--- src/rtl/assert_macros.svh ---
// Assertion macros for the RTL of the comment stripper.
`ifndef ASSERT_MACROS_SVH
`define ASSERT_MACROS_SVH
`ifndef SYNTHESIS
`define ASSERT_CLK(label, clk, rst_n, prop, msg) \
	label: assert property (@(posedge clk) disable iff (!(rst_n)) (prop)) else $error(msg);
`define ASSERT_ALWAYS(label, clk, prop, msg) \
	label: assert property (@(posedge clk) (prop)) else $error(msg);
`else
`define ASSERT_CLK(label, clk, rst_n, prop, msg)
`define ASSERT_ALWAYS(label, clk, prop, msg)
`endif
`endif

--- src/rtl/cscw_pkg.sv ---
// ----------------------------------------------------------------------------
// cscw_pkg
// Types and character constants shared by the comment stripper modules.
// ----------------------------------------------------------------------------
package cscw_pkg;

	localparam int MAX_RESULTS = 3;

	localparam logic [7:0] CH_NUL   = 8'h00;
	localparam logic [7:0] CH_SLASH = 8'h2F;
	localparam logic [7:0] CH_STAR  = 8'h2A;
	localparam logic [7:0] CH_LF    = 8'h0A;
	localparam logic [7:0] CH_CR    = 8'h0D;
	localparam logic [7:0] CH_SPACE = 8'h20;
	localparam logic [7:0] CH_TAB   = 8'h09;
	localparam logic [7:0] CH_QUOTE = 8'h22;

	typedef enum logic [2:0] {
		MODE_NORMAL = 3'd0,
		MODE_SLASH  = 3'd1,
		MODE_LINE   = 3'd2,
		MODE_BLOCK  = 3'd3,
		MODE_STAR   = 3'd4,
		MODE_STRING = 3'd5
	} scan_mode_t;

	// Up to three results caused by one input byte.
	typedef struct packed {
		logic [MAX_RESULTS-1:0][7:0] chars;
		logic [1:0]                  num;
		logic                        term;
		logic [15:0]                 length;
	} burst_t;

endpackage

--- src/rtl/cscw_scan.sv ---
// ----------------------------------------------------------------------------
// cscw_scan
// Scanner state and the single-pass decode of one byte into its results.
// ----------------------------------------------------------------------------
module cscw_scan #(
	parameter int COUNT_BITS = 16
) (
	input  logic                clk,
	input  logic                arst_n,
	input  logic                step,
	input  logic [7:0]          char_s1,
	output cscw_pkg::burst_t    burst
);
	import cscw_pkg::*;

	scan_mode_t            mode_q, mode_d;
	logic                  pend_nl_q, pend_nl_d;
	logic                  pend_sp_q, pend_sp_d;
	logic [COUNT_BITS-1:0] count_q, count_d, count_sat;
	logic [COUNT_BITS:0]   count_sum;
	logic                  emit_sep, emit_slash, emit_c, term;
	logic                  has_sep, is_nl, is_sp, is_quote;
	logic [7:0]            sep_ch;
	logic [1:0]            byte_cnt;

	assign has_sep  = pend_nl_q | pend_sp_q;
	assign sep_ch   = pend_nl_q ? CH_LF : CH_SPACE;
	assign is_nl    = (char_s1 == CH_LF) || (char_s1 == CH_CR);
	assign is_sp    = (char_s1 == CH_SPACE) || (char_s1 == CH_TAB);
	assign is_quote = (char_s1 == CH_QUOTE);

	always_comb begin
		emit_sep   = 1'b0;
		emit_slash = 1'b0;
		emit_c     = 1'b0;
		term       = 1'b0;
		mode_d     = mode_q;
		pend_nl_d  = pend_nl_q;
		pend_sp_d  = pend_sp_q;
		if (char_s1 == CH_NUL) begin
			if (mode_q == MODE_SLASH) begin
				emit_sep   = has_sep;
				emit_slash = 1'b1;
			end
			term      = 1'b1;
			mode_d    = MODE_NORMAL;
			pend_nl_d = 1'b0;
			pend_sp_d = 1'b0;
		end else begin
			case (mode_q)
				MODE_SLASH: begin
					if (char_s1 == CH_SLASH) begin
						mode_d = MODE_LINE;
					end else if (char_s1 == CH_STAR) begin
						mode_d = MODE_STAR;
					end else begin
						emit_sep   = has_sep;
						emit_slash = 1'b1;
						pend_nl_d  = 1'b0;
						pend_sp_d  = 1'b0;
						mode_d     = MODE_NORMAL;
						if (is_nl) begin
							pend_nl_d = 1'b1;
						end else if (is_sp) begin
							pend_sp_d = 1'b1;
						end else begin
							emit_c = 1'b1;
							mode_d = is_quote ? MODE_STRING : MODE_NORMAL;
						end
					end
				end
				MODE_LINE: begin
					if (char_s1 == CH_LF) begin
						mode_d    = MODE_NORMAL;
						pend_nl_d = 1'b1;
					end
				end
				MODE_BLOCK: begin
					if (char_s1 == CH_STAR)
						mode_d = MODE_STAR;
				end
				MODE_STAR: begin
					if (char_s1 == CH_SLASH)
						mode_d = MODE_NORMAL;
					else if (char_s1 != CH_STAR)
						mode_d = MODE_BLOCK;
				end
				MODE_STRING: begin
					emit_c = 1'b1;
					if (is_quote)
						mode_d = MODE_NORMAL;
				end
				default: begin
					mode_d = MODE_NORMAL;
					if (char_s1 == CH_SLASH) begin
						mode_d = MODE_SLASH;
					end else if (is_nl) begin
						pend_nl_d = 1'b1;
					end else if (is_sp) begin
						pend_sp_d = 1'b1;
					end else begin
						emit_sep  = has_sep;
						pend_nl_d = 1'b0;
						pend_sp_d = 1'b0;
						emit_c    = 1'b1;
						mode_d    = is_quote ? MODE_STRING : MODE_NORMAL;
					end
				end
			endcase
		end
	end

	assign byte_cnt  = 2'(emit_sep) + 2'(emit_slash) + 2'(emit_c);
	assign count_sum = {1'b0, count_q} + (COUNT_BITS+1)'(byte_cnt);
	assign count_sat = count_sum[COUNT_BITS] ? '1 : count_sum[COUNT_BITS-1:0];
	assign count_d   = term ? '0 : count_sat;

	always_comb begin
		logic [1:0] n;
		n            = 2'd0;
		burst.chars  = '0;
		burst.term   = term;
		burst.length = '0;
		if (emit_sep) begin
			burst.chars[n] = sep_ch;
			n              = n + 2'd1;
		end
		if (emit_slash) begin
			burst.chars[n] = CH_SLASH;
			n              = n + 2'd1;
		end
		if (emit_c) begin
			burst.chars[n] = char_s1;
			n              = n + 2'd1;
		end
		if (term) begin
			burst.chars[n] = CH_NUL;
			n              = n + 2'd1;
			if (count_sat > COUNT_BITS'(16'hFFFF))
				burst.length = 16'hFFFF;
			else
				burst.length = 16'(count_sat);
		end
		burst.num = n;
	end

	always_ff @(posedge clk or negedge arst_n) begin
		if (!arst_n) begin
			mode_q    <= MODE_NORMAL;
			pend_nl_q <= 1'b0;
			pend_sp_q <= 1'b0;
			count_q   <= '0;
		end else if (step) begin
			mode_q    <= mode_d;
			pend_nl_q <= pend_nl_d;
			pend_sp_q <= pend_sp_d;
			count_q   <= count_d;
		end
	end

endmodule

--- src/rtl/cscw_emit.sv ---
// ----------------------------------------------------------------------------
// cscw_emit
// Result register that holds one burst and hands it out one result a cycle while out_stall is low.
// ----------------------------------------------------------------------------
`include "assert_macros.svh"

module cscw_emit (
	input  logic             clk,
	input  logic             arst_n,
	input  logic             load,
	input  cscw_pkg::burst_t burst,
	output logic             free,
	output logic             out_valid,
	input  logic             out_stall,
	output logic [7:0]       out_char,
	output logic [15:0]      out_length,
	output logic             is_end,
	output logic             last
);
	import cscw_pkg::*;

	burst_t     burst_q;
	logic       busy_q;
	logic [1:0] idx_q;
	logic       final_res;
	logic       take;

	assign final_res  = (idx_q == burst_q.num - 2'd1);
	assign take       = busy_q && !out_stall;
	assign free       = !busy_q || (take && final_res);

	assign out_valid  = busy_q;
	assign out_char   = burst_q.chars[idx_q];
	assign last       = final_res;
	assign is_end     = burst_q.term && final_res;
	assign out_length = is_end ? burst_q.length : 16'd0;

	always_ff @(posedge clk or negedge arst_n) begin
		if (!arst_n) begin
			busy_q <= 1'b0;
			idx_q  <= 2'd0;
		end else if (load) begin
			busy_q <= 1'b1;
			idx_q  <= 2'd0;
		end else if (take) begin
			if (final_res)
				busy_q <= 1'b0;
			else
				idx_q <= idx_q + 2'd1;
		end
	end

	always_ff @(posedge clk) begin
		if (load)
			burst_q <= burst;
	end

	`ASSERT_CLK(a_num_nonzero, clk, arst_n, !(busy_q && (burst_q.num == 2'd0)), "empty burst held")
	`ASSERT_CLK(a_idx_range, clk, arst_n, !busy_q || (idx_q < burst_q.num), "index past burst")
	`ASSERT_CLK(a_load_free, clk, arst_n, !load || free, "burst loaded over pending results")
	`ASSERT_CLK(a_len_only_end, clk, arst_n, (out_length == 16'd0) || is_end, "length off terminator")

endmodule

--- src/rtl/comment_strip_whitespace_collapse.sv ---
// ----------------------------------------------------------------------------
// comment_strip_whitespace_collapse
// Strips comments and collapses whitespace from a byte stream.
// ----------------------------------------------------------------------------
// Input channel: in_char with in_valid/in_stall; a transaction completes on a
// rising edge with in_valid high and in_stall low. A zero byte ends a text.
// Output channel: out_char, out_length, is_end and last with out_valid and
// out_stall. Each input byte causes zero to three results; last marks the
// final one, and the terminator carries is_end and the saturated length.
// The input byte is registered, decoded in one pass and its results loaded
// into a result register once that register is free; the first result is
// offered from there. One byte is taken per cycle while each byte yields at
// most one result and the receiver does not stall; a byte with two or three
// results holds the result register until all are taken, which stalls a
// following byte that has results.
// Bytes that yield no result pass even while the receiver stalls.
// Reset returns the scanner to normal text mode with no pending separator,
// a zero length count and both registers empty.
// ----------------------------------------------------------------------------
module comment_strip_whitespace_collapse #(
	parameter int COUNT_BITS = 16
) (
	input  logic        clk,
	input  logic        arst_n,
	input  logic        in_valid,
	output logic        in_stall,
	input  logic [7:0]  in_char,
	output logic        out_valid,
	input  logic        out_stall,
	output logic [7:0]  out_char,
	output logic [15:0] out_length,
	output logic        is_end,
	output logic        last
);
	import cscw_pkg::*;

	logic       valid_s1;
	logic [7:0] char_s1;
	logic       advance;
	logic       emit_free;
	logic       load;
	burst_t     burst;

	assign advance  = valid_s1 && ((burst.num == 2'd0) || emit_free);
	assign load     = advance && (burst.num != 2'd0);
	assign in_stall = valid_s1 && !advance;

	always_ff @(posedge clk or negedge arst_n) begin
		if (!arst_n) begin
			valid_s1 <= 1'b0;
		end else if (in_valid && !in_stall) begin
			valid_s1 <= 1'b1;
		end else if (advance) begin
			valid_s1 <= 1'b0;
		end
	end

	always_ff @(posedge clk) begin
		if (in_valid && !in_stall)
			char_s1 <= in_char;
	end

	cscw_scan #(
		.COUNT_BITS(COUNT_BITS)
	) u_scan (
		.clk     (clk),
		.arst_n  (arst_n),
		.step    (advance),
		.char_s1 (char_s1),
		.burst   (burst)
	);

	cscw_emit u_emit (
		.clk        (clk),
		.arst_n     (arst_n),
		.load       (load),
		.burst      (burst),
		.free       (emit_free),
		.out_valid  (out_valid),
		.out_stall  (out_stall),
		.out_char   (out_char),
		.out_length (out_length),
		.is_end     (is_end),
		.last       (last)
	);

endmodule

--- config.mk ---
export PLATFORM = sky130hd
export DESIGN_NAME = comment_strip_whitespace_collapse
export DESIGN_NICKNAME = d
export VERILOG_FILES = /design/src/rtl/cscw_pkg.sv /design/src/rtl/cscw_scan.sv /design/src/rtl/cscw_emit.sv /design/src/rtl/comment_strip_whitespace_collapse.sv
export VERILOG_INCLUDE_DIRS = /design/src /design/src/rtl
export SDC_FILE = /design/constraint.sdc
export NUM_CORES = 1
export LEC_CHECK = 0
export BUFFER_PORTS_ARGS = -buffer_cell sky130_fd_sc_hd__clkbuf_2
export CAP_MARGIN = 0
export CORE_ASPECT_RATIO = 1.4
export CORE_MARGIN = 10
export CORE_UTILIZATION = 56
export CTS_BUF_LIST = sky130_fd_sc_hd__clkbuf_2 sky130_fd_sc_hd__clkbuf_4 sky130_fd_sc_hd__clkbuf_8
export CTS_CLUSTER_DIAMETER = 80
export DETAILED_ROUTE_END_ITERATION = 10
export PLACE_DENSITY = 0.85
export RECOVER_POWER = 25
export SYNTH_ARGS = -nofsm -noshare
export SYNTH_HDL_FRONTEND = slang
export SYNTH_SLANG_ARGS = --single-unit
--- constraint.sdc ---
create_clock -name clk -period 5.2 [get_ports clk]
set_clock_uncertainty 0.1 [all_clocks]
set_input_delay 1.56 -clock clk [delete_from_list [all_inputs] [get_ports clk]]
set_output_delay 1.56 -clock clk [all_outputs]
set_load 0.02 [all_outputs]
==> results of run 1 <==
## cell usage after synthesis, types with 12 or more instances
cell type	count	share of area
a21oi_1	54	0.060
clkbuf_1	23	0.019
and3_1	19	0.026
dfrtp_1	25	0.14
and2_1	20	0.028
nor3_1	12	0.013
nor2_1	26	0.022
nand3_1	12	0.013
o21ai_0	30	0.033
edfxtp_1	51	0.34
nand2_1	37	0.031
inv_1	12	0.010
xnor2_1	12	0.023
mux2i_1	18	0.040
## critical path, stage by stage (launching register included)
cell and delay (ps):
edfxtp_1 520, and2_4 220, and3_4 180, o21ai_4 160
a21oi_4 80, o21ai_2 200, o21ai_2 100, inv_1 150
ha_4 200, inv_1 80, mux2_4 290, ha_4 270
nand3_2 70, a21oi_2 200, mux2i_1 110, nand2_1 110
nor2_2 50, buf_6 150
## worst min path at each step
stage	end	slack, ps	depth (start not counted)	from
after CTS	u_scan.pend_sp_q	470	2	u_scan.pend_sp_q
after detailed placement	u_emit.idx_q[1]	460	1	u_emit.out_valid
final	u_scan.count_q[0]	470	1	u_scan.count_q[0]
after global routing	u_scan.count_q[0]	490	1	u_scan.count_q[0]
after global placement	u_scan.count_q[0]	440	1	u_scan.count_q[0]
after floorplan	u_scan.count_q[0]	420	1	u_scan.count_q[0]
## registers in the layout, summed over array words and instances, names as in the netlist
signal	cells
valid_s1	1
u_scan.count_q	16
u_emit.out_valid	1
u_emit.idx_q	2
u_emit.burst_q	43
u_scan.pend_sp_q	1
char_s1	8
u_scan.pend_nl_q	1
u_scan.mode_q	3
## through the flow
| step | TNS (ps) | instance area, µm² |
|---|---|---|
| CTS | 0 | 5240 |
| floorplan | 0 | 4500 |
| finish | 0 | 5430 |
| detailed placement | 0 | 4850 |
| global route | -99.3 | 5430 |
| global placement | 0 | 4850 |
## metal layers
layer / vias up / GRT usage
met5: - / 0
met4: 0 / 0.0940
met3: 34 / 0.0357
met2: 131 / 0.304
met1: 1757 / 0.197
li1: 1816 / -
## power groups by stage
stage / Sequential [mW] / Clock, mW / Combinational, mW
after floorplan: 1.12 / 0 / 1.35
after global placement: 1.18 / 0 / 1.73
after CTS: 1.19 / 0.434 / 1.89
after global routing: 1.22 / 0.463 / 2.28
final: 1.19 / 0.428 / 2.10
after detailed placement: 1.20 / 0 / 1.77
## what timing repair did
action | 4_1_cts | 5_1_grt
buffers inserted | 21 | 9
setup endpoints to repair | 1 | 1
gates resized for setup | 14 | 24
pin swaps | 2 | 9
gates cloned | 0 | 0
## cell families after synthesis
group / after synthesis / synth area share
simple gates: 166 / 0.198
mux: 26 / 0.0606
flops: 76 / 0.479
fa+ha+maj: 11 / 0.0339
compound gates: 119 / 0.164
buf+inv: 41 / 0.0367
xor+xnor: 14 / 0.0273
## layout make-up
type                       instances  area [µm²]
clock inverter                     6        55.1
tap                              100         125
fill                             558        2370
multi-input combinational        336        2340
inverter                          12        45.0
timing repair buffer              89         574
clock buffer                      10         131
sequential                        76        2160
==> key figures, run 1 <==
Floorplanning
  – Die H: 126 µm
  – CORE AREA: 0.00780 mm²
  – Die ar.: 0.0121 mm²
  – Io pins: 40
  – Initial core utilization: 0.577
  – Die Width: 95.8 µm
  – Rows: 38

Placed design
  – GPL Wtd Cong: 0.893
  – HPWL after DPL: 7.25 mm
  – Buffers on Ports: 39
  – # placed instances: 583
  – Place WS: 30.8 ps

Timing
  – Final Slew Violations: 0
  – Final setup margin: 35.3 ps
  – Worst-margin pin slew: 1370 ps
  – Fmax: 194 MHz
  – Worst rel slew slack: 0.0890
  – Finish-stage setup viols: 0
  – Min Clock Period, post-route: 5160 ps
  – Endpoints failing hold: 0
  – Period Utilization, post-route: 0.993
  – Fin Hold WS: 474 ps

Clock network
  – Clock Latency Late Sink: 360 ps
  – H-tree levels: 3
  – Clock-pin slew on the worst setup and hold paths: 70 ps
  – Maximum clock path buffer count: 2
  – # clock sinks: 76
  – CTS tree: yes
  – CTS Buf Count: 9
  – Clock root buffer: clkbuf_8
  – Hold-fix buffers at CTS: 0

Pwr
  – Switching share of power: 0.434
  – Combinational cell fraction of total power: 0.565
  – Internal: 2.11 mW
  – Maximum VDD drop: 0.504 mV
  – Pwr/cell area: 686 mW/mm²
  – Power consumption: 3.72 mW
  – Clk network pwr share: 0.115
  – Sequential share of power: 0.320
  – Leak pwr: 2.26 nW
  – NetSw: 1.62 mW

Detailed routing
  – Met3 WL: 554 µm
  – Drt first-iter violations: 319
  – Met1 wire length: 4.27 mm
  – WL met2: 5.57 mm
  – Vias: 3738
  – Pre-antenna DRT Iters: 7
  – WL/cell: 17.1 µm
  – Drt via density: 5.94
  – DRC: 0
  – Highest routed layer: met4
  – Drt total wl: 10.7 mm
  – Antenna-violating nets left: 0

Global routing
  – GR Util All Layers: 0.177
  – Initial antenna violation count: 0
  – GR Overflow Total: 0
  – First-pass GRT wire length: 17.0 mm
  – Pin count of the biggest net entering global routing: 44
  – Vias in the first global route: 3655

Worst setup path
  – R2R Setup Slk: 270 ps
  – Worst Path Required: 3540 ps
  – Crit path to: in_stall
  – Crit Path Category: flip-flop to output port
  – Reg2reg end: u_scan.count_q[13]
  – Critical path startpoint category: flip-flop
  – Reg2reg path depth: 16
  – CP Max Fanout: 7
  – CP arrival: 3500 ps
  – Worst Setup End Kind: output port
  – R2r startpoint: char_s1[7]
  – CP startpoint: char_s1[0]

Run status
  – Outcome: finished clean

Synthesis
  – Register area share after synthesis: 0.479
  – Post-Syn Nets: 476
  – Post-synth EDFFs: 51
  – Ys async rst share: 0.329
  – Post-synthesis cell area: 0.00450 mm²
  – Ys Warns: 0
  – Distinct cells, synth: 63
  – Flops & latches, synth: 76
  – Syn_area_per_cell: 9.93 µm²
  – Most used DFF post-synth: edfxtp_1
  – Syn Inst Count: 453

Final layout
  – Most frequent cells in the layout: a21oi_1 (51), edfxtp_1 (51), buf_4 (44)
  – Area delta synth->final: 20.6%
  – Nets: 547
  – Share of post-route cells with drive strength above 1: 0.265
  – Ant. Diodes: 0
  – Final core utilization: 0.696
  – Finished Layout Cells: 629

Run
  – Max-cap viol count: 0

Hold path
  – Hold Path Class: flip-flop to flip-flop
Note: power is estimated with default switching activity, not from simulation.
==> run 2, diff against run 1 <==
Settings changed: SYNTH_HIERARCHICAL set to 1.
==> key figures, run 2 <==
Synthesis
  – Top cells by area, synth: edfxtp_1 (34%), dfrtp_1 (14%), and3_1 (4.7%), a21oi_1 (4.3%), mux2i_1 (3.1%) (was edfxtp_1 (34%), dfrtp_1 (14%), a21oi_1 (6.0%), mux2i_1 (4.0%), o21ai_0 (3.3%))
  – Most numerous cell in the Yosys netlist: edfxtp_1 (was a21oi_1)
  – Post-synthesis cell area: 0.00453 mm² (was 0.00450 mm²)
  – Ys async rst share: 0.329 (unchanged)
  – Post-synth top area share: 0.338 (was 0.340)
  – Syn_area_per_cell: 10.2 µm² (was 9.93 µm²)
  – Distinct cells, synth: 74 (was 63)
  – Syn Inst Count: 446 (was 453)
  – Commonest cells post-synth: edfxtp_1 (51), a21oi_1 (39), and3_1 (34), nand2_1 (31), nor2_1 (29) (was a21oi_1 (54), edfxtp_1 (51), nand2_1 (37), o21ai_0 (30), nor2_1 (26))
  – Flops & latches, synth: 76 (unchanged)
  – Register area share after synthesis: 0.476 (was 0.479)
  – Most used DFF post-synth: edfxtp_1 (unchanged)
  – Ys Warns: 6 (was 0)
  – Post-Syn Nets: 470 (was 476)
  – Yosys top cell by area: edfxtp_1 (unchanged)
  – Post-synth EDFFs: 51 (unchanged)

Timing
  – Worst-margin pin slew: 1360 ps (was 1370 ps)
  – Setup_tns: 0 ps (unchanged)
  – Endpoints failing hold: 0 (unchanged)
  – RSZ-0062 raised after global routing: no
  – Fmax: 196 MHz (was 194 MHz)
  – Worst rel slew slack: 0.0945 (was 0.0890)
  – Final Slew Violations: 0 (unchanged)
  – Period Utilization, post-route: 0.979 (was 0.993)
  – Finish-stage setup viols: 0 (unchanged)
  – Min Clock Period, post-route: 5090 ps (was 5160 ps)

Global routing
  – Vias in the first global route: 3390 (was 3655)
  – Pin count of the biggest net entering global routing: 33 (was 44)
  – GR Util All Layers: 0.168 (was 0.177)
  – Initial antenna violation count: 0 (unchanged)
  – GR Overflow Total: 0 (unchanged)
  – First-pass GRT wire length: 16.3 mm (was 17.0 mm)

Worst setup path
  – Worst Setup End Kind: output port (unchanged)
  – Slowest CP cell: edfxtp_1 (unchanged)
  – Cells along the critical path: nand2_1 > nor2_1 > o31ai_1 > a21oi_2 > or2_4 > ha_1 > xnor2_2 > ha_1 > mux2i_2 > o21ai_2 > nor2_1 > clkbuf_2 (was and2_4 > and3_4 > o21ai_4 > a21oi_4 > o21ai_2 > o21ai_2 > inv_1 > ha_4 > inv_1 > mux2_4 > ha_4 > nand3_2 > a21oi_2 > mux2i_1 > nand2_1 > nor2_2 > buf_6)
  – CP Max Fanout: 6 (was 7)
  – Crit Path Category: flip-flop to output port (unchanged)
  – Crit-path leading delay family: adder cells (was compound AO/OA/AOI/OAI gates)
  – Worst Path Required: 3540 ps (about the same)
  – Sum of buffers and inverters on the critical path: 1 (was 3)
  – CP arrival: 3430 ps (was 3500 ps)
  – Critical path startpoint category: flip-flop (unchanged)
  – Max stage delay on crit path: 490 ps (was 520 ps)

Floorplanning
  – Io pins: 40 (unchanged)
  – Rows: 38 (unchanged)
  – CORE AREA: 0.00785 mm² (was 0.00780 mm²)
  – Die H: 126 µm (about the same)
  – Die ar.: 0.0121 mm² (about the same)
  – Die Width: 96.1 µm (was 95.8 µm)
  – Initial core utilization: 0.578 (was 0.577)

Clock network
  – H-tree levels: 3 (unchanged)
  – CTS Buf Count: 9 (unchanged)
  – Hold-fix buffers at CTS: 0 (unchanged)
  – Clock-pin slew on the worst setup and hold paths: 80 ps (was 70 ps)
  – Clock Latency Late Sink: 360 ps (about the same)
  – CTS tree: yes (unchanged)
  – # clock sinks: 76 (unchanged)
  – Clock root buffer: clkbuf_8 (unchanged)
  – Maximum clock path buffer count: 2 (unchanged)

Final layout
  – Ant. Diodes: 0 (unchanged)
  – Max reg flops: 43 (unchanged)
  – Layout fillers: 615 (was 558)
  – Biggest register: u_emit/burst_q (was u_emit.burst_q)
  – Most common cell after layout, fill and taps aside: edfxtp_1
  – Most frequent cells in the layout: edfxtp_1 (51), clkbuf_2 (38), a21oi_1 (37) (was a21oi_1 (51), edfxtp_1 (51), buf_4 (44))
  – Top Registers: u_emit/burst_q x43, u_scan/count_q x16, char_s1 x8 (was u_emit.burst_q x43, u_scan.count_q x16, char_s1 x8)
  – Area delta synth->final: 15.4% (was 20.6%)
  – Share of post-route cells with drive strength above 1: 0.227 (was 0.265)
  – Nets: 525 (was 547)

Pwr
  – Maximum VDD drop: 0.300 mV (was 0.504 mV)
  – Power consumption: 3.04 mW (was 3.72 mW)
  – Pwr/cell area: 580 mW/mm² (was 686 mW/mm²)
  – Leak pwr: 2.31 nW (was 2.26 nW)

Detailed routing
  – Drt via density: 5.84 (was 5.94)
  – Drt first-iter violations: 227 (was 319)
  – Antenna-violating nets left: 0 (unchanged)
  – Pre-antenna DRT Iters: 4 (was 7)
  – DRC: 0 (unchanged)
  – Vias: 3538 (was 3738)
  – WL/cell: 16.5 µm (was 17.1 µm)
  – Drt total wl: 10.0 mm (was 10.7 mm)

Placed design
  – HPWL after DPL: 7.10 mm (was 7.25 mm)
  – GPL Wtd Cong: 0.882 (was 0.893)
  – Buffers on Ports: 39 (unchanged)

Hold path
  – Hold Path Class: flip-flop to flip-flop (unchanged)

Run status
  – Outcome: finished clean (unchanged)

Run
  – Max-cap viol count: 0 (unchanged)
run 2: cell types whose count changed in the layout (fill, tap and decap cells not counted), moves of 4 or more:
cell,previous run,this run
o21a_1,3,7
and2_1,19,7
a21oi_1,51,37
and3_1,17,34
inv_1,12,18
buf_4,44,30
nand2_1,37,31
ha_1,5,10
nor2b_1,9,5
buf_6,4,0
a21o_1,3,8
mux2i_1,18,12
run 2: final timing paths:
path,from,to,slack (ps),cells after the start
max,char_s1[0],in_stall,110,12
min,u_scan/pend_nl_q,u_scan/pend_nl_q,480,1
max reg2reg,char_s1[5],u_scan/count_q[11],550,18
min reg2reg,u_scan/pend_nl_q,u_scan/pend_nl_q,480,1
max in group asynchronous,arst_n,u_scan/mode_q[2],2720,1
min in group asynchronous,arst_n,u_scan/count_q[11],1390,1
run 2: through the flow:
step | cells | utilization | setup WS [ps] | hold slack (ps) | area [µm²]
after floorplan | 446 | - | 328 | 420 | 4540
after detailed placement | 569 | 0.615 | 220 | 459 | 4830
final | 606 | 0.667 | 110 | 479 | 5230
after global placement | 569 | 0.615 | 302 | 447 | 4830
after global routing | 606 | 0.667 | 1.77 | 510 | 5230
after CTS | 599 | 0.659 | 8.08 | 477 | 5170
run 2: kinds of logic (layout without fill, tap and decap cells):
group,after synthesis,count (layout),synth area share
adder cells (fa/ha/maj),12,12,0.0364
multiplexers,19,19,0.0439
XOR/XNOR,15,15,0.0306
flip-flops,76,76,0.476
AO/OA/AOI/OAI,115,115,0.164
AND/OR/NAND/NOR,162,162,0.203
buffers and inverters,47,107,0.0464
run 2: timing repair:
item	4_1_cts	5_1_grt
endpoints found under the setup margin	1	1
pin swaps	0	1
gates resized for setup	4	4
buffers inserted	14	7
run 2: report_power, final:
part	internal [mW]	total, mW	leakage, nW	switching [mW]
Combinational	0.531	1.41	1.39	0.881
Clock	0.285	0.497	0.108	0.211
Sequential	0.980	1.13	0.815	0.146
run 2: area by class of cell:
class                      count  area, µm²  share of cell area
sequential                    76       2160               0.413
clock inverter                 5       75.1              0.0144
clock buffer                  11        145              0.0277
timing repair buffer          72        455              0.0871
tap                          100        125              0.0239
multi-input combinational    323       2200               0.420
inverter                      19       71.3              0.0136
run 2: layer usage:
metal  global-route usage  vias to the layer above  wire length [µm]
li1                     -                     1748                 -
met1                0.190                     1693              3970
met2                0.291                       78              5340
met3               0.0372                       19               446
met4               0.0722                        0               269
met5                    0                        -                 0
==> run 3, diff against run 2 <==
Settings changed: CORE_MARGIN 10 to unset, REMOVE_ABC_BUFFERS set to 1.
==> key figures, run 3 (synthesis results as in run 2) <==
Run status
  – Outcome: finished, violations left (was finished clean)
  – Failing checks: capacitance limit

Clock network
  – Clock-pin slew on the worst setup and hold paths: 80 ps (about the same)
  – Clock root buffer: clkbuf_8 (unchanged)
  – # clock sinks: 76 (unchanged)
  – CTS tree: yes (unchanged)
  – H-tree levels: 3 (unchanged)
  – Maximum clock path buffer count: 2 (unchanged)
  – Clock Latency Late Sink: 360 ps (about the same)
  – CTS Buf Count: 9 (unchanged)

Final layout
  – Most frequent cells in the layout: edfxtp_1 (51), a21oi_1 (37), clkbuf_2 (35) (was edfxtp_1 (51), clkbuf_2 (38), a21oi_1 (37))
  – Top Registers: u_emit/burst_q x43, u_scan/count_q x16, char_s1 x8 (unchanged)
  – Share of post-route cells with drive strength above 1: 0.233 (was 0.227)
  – Nets: 517 (was 525)
  – Max reg flops: 43 (unchanged)
  – Biggest register: u_emit/burst_q (unchanged)
  – Final instance area: 0.00517 mm² (was 0.00523 mm²)
  – Most common cell after layout, fill and taps aside: edfxtp_1 (unchanged)
  – Ant. Diodes: 0 (unchanged)
  – Area delta synth->final: 14.0% (was 15.4%)

Pwr
  – Clk network pwr share: 0.144 (was 0.164)
  – Pwr/cell area: 578 mW/mm² (was 580 mW/mm²)
  – NetSw: 1.28 mW (was 1.24 mW)
  – Leak pwr: 2.25 nW (was 2.31 nW)
  – Switching share of power: 0.428 (was 0.408)
  – Sequential share of power: 0.385 (was 0.371)
  – Combinational cell fraction of total power: 0.471 (was 0.465)
  – Power consumption: 2.99 mW (was 3.04 mW)
  – Maximum VDD drop: 0.421 mV (was 0.300 mV)
  – Internal: 1.71 mW (was 1.80 mW)

Detailed routing
  – Drt first-iter violations: 230 (was 227)
  – DRC: 0 (unchanged)
  – Antenna-violating nets left: 0 (unchanged)
  – Drt total wl: 10.4 mm (was 10.0 mm)
  – Pre-antenna DRT Iters: 5 (was 4)
  – Drt via density: 6.09 (was 5.84)
  – Vias: 3634 (was 3538)
  – WL/cell: 17.5 µm (was 16.5 µm)

Global routing
  – Vias in the first global route: 3526 (was 3390)
  – Grt met2 use: 0.476 (was 0.291)
  – Most Crowded Layer GR: met2 (unchanged)
  – GRT met3 Usage: 0.0557 (was 0.0372)
  – Pin count of the biggest net entering global routing: 33 (unchanged)
  – Initial antenna violation count: 0 (unchanged)
  – GR Util All Layers: 0.263 (was 0.168)
  – First-pass GRT wire length: 16.9 mm (was 16.3 mm)
  – GR Overflow Total: 0 (unchanged)
  – Met1 Track Usage GR: 0.305 (was 0.190)

Hold path
  – Hold Path Class: flip-flop to flip-flop (unchanged)

Floorplanning
  – Die Width: 78.1 µm (was 96.1 µm)
  – Io pins: 40 (unchanged)
  – Initial core utilization: 0.582 (was 0.578)
  – Die H: 108 µm (was 126 µm)
  – Rows: 38 (unchanged)
  – CORE AREA: 0.00780 mm² (was 0.00785 mm²)
  – Die ar.: 0.00847 mm² (was 0.0121 mm²)

Placed design
  – Dpl cell area: 0.00483 mm² (about the same)
  – Buffers on Ports: 39 (unchanged)
  – GPL Wtd Cong: 0.876 (was 0.882)
  – HPWL after DPL: 7.16 mm (was 7.10 mm)
  – Place WS: 58.9 ps (was 220 ps)

Worst setup path
  – Crit Path Category: flip-flop to output port (unchanged)
  – CP Max Fanout: 7 (was 6)
  – Worst Path Required: 3540 ps (about the same)
  – Critical path startpoint category: flip-flop (unchanged)
  – Worst Setup End Kind: output port (unchanged)
  – CP arrival: 3420 ps (was 3430 ps)

Timing
  – RSZ-0062 raised after global routing: yes (was no)
  – Final setup margin: 115 ps (was 110 ps)
  – Endpoints failing hold: 0 (unchanged)
  – Fmax: 197 MHz (was 196 MHz)
  – Worst rel slew slack: 0.00594 (was 0.0945)
  – Worst-margin pin slew: 1490 ps (was 1360 ps)
  – Min Clock Period, post-route: 5080 ps (was 5090 ps)
  – Final Slew Violations: 0 (unchanged)
  – Finish-stage setup viols: 0 (unchanged)
  – Period Utilization, post-route: 0.978 (was 0.979)

Run
  – Max-cap viol count: 1 (was 0)
==> run 3: changes by cell type in the layout (fill, tap and decap cells not counted), sizes merged <==
cell,delta
bufinv,-2
buf,-5
dlymetal6s2s,-1
clkinv,-2
clkbuf,+1
==> run 3: power groups by stage <==
stage | Sequential (mW) | Clock (mW) | Combinational, mW
2_1_floorplan | 1.15 | 0 | 0.898
3_3_place_gp | 1.16 | 0 | 1.26
3_5_place_dp | 1.18 | 0 | 1.31
4_1_cts | 1.15 | 0.432 | 1.38
5_1_grt | 1.18 | 0.462 | 1.53
6_report | 1.15 | 0.432 | 1.41
==> run 3: metal layers <==
layer | wire length (µm) | share of wire | up-vias
li1 | - | - | 1729
met1 | 4110 | 0.39 | 1761
met3 | 478 | 0.046 | 18
met5 | 0 | 0 | -
met2 | 5630 | 0.54 | 126
met4 | 217 | 0.021 | 0
==> run 3: repair_timing <==
action                                  CTS  global route
resized for setup                         9            10
pin swaps                                 0             2
cloned                                    0             0
endpoints found under the setup margin    1            10
buffers inserted                          9             2
hold buffers                              0             0
==> run 3: area by class of cell <==
type                    count  area [µm²]
repair buffers             64         379
fillers                   615        2630
multi-input cells         323        2250
clock inverters             1        7.51
flip-flops and latches     76        2160
clock buffers              14         180
well taps                 100         125
inverters                  19        71.3
==> run 3: worst paths after layout <==
path,startpoint,to,slack (ps),cells past startpoint
max in group asynchronous,arst_n,u_scan/mode_q[2],2560,1
max,char_s1[3],in_stall,120,12
min reg2reg,u_scan/pend_nl_q,u_scan/pend_nl_q,480,1
max reg2reg,char_s1[5],u_scan/count_q[8],490,19
min in group asynchronous,arst_n,u_emit/out_valid,1440,1
min,u_scan/pend_nl_q,u_scan/pend_nl_q,480,1
==> run 3: metrics by stage <==
stage / instances / setup TNS [ps] / utilization / hold slack, ps
floorplan: 418 / -11910 / - / 420
global placement: 571 / 0 / 0.619 / 454
detailed placement: 571 / 0 / 0.619 / 468
CTS: 595 / 0 / 0.657 / 485
global route: 597 / -36.1 / 0.663 / 508
finish: 597 / 0 / 0.663 / 483
==> run 3: worst max-delay path: stages (launching register included) <==
cell	delay, ps
edfxtp_1	510
nand3_2	190
nor2_1	100
o31ai_2	320
a21oi_2	120
or2_4	290
ha_1	380
xnor2_2	190
ha_1	350
mux2i_4	180
o21ai_2	130
nor2_1	130
buf_2	180
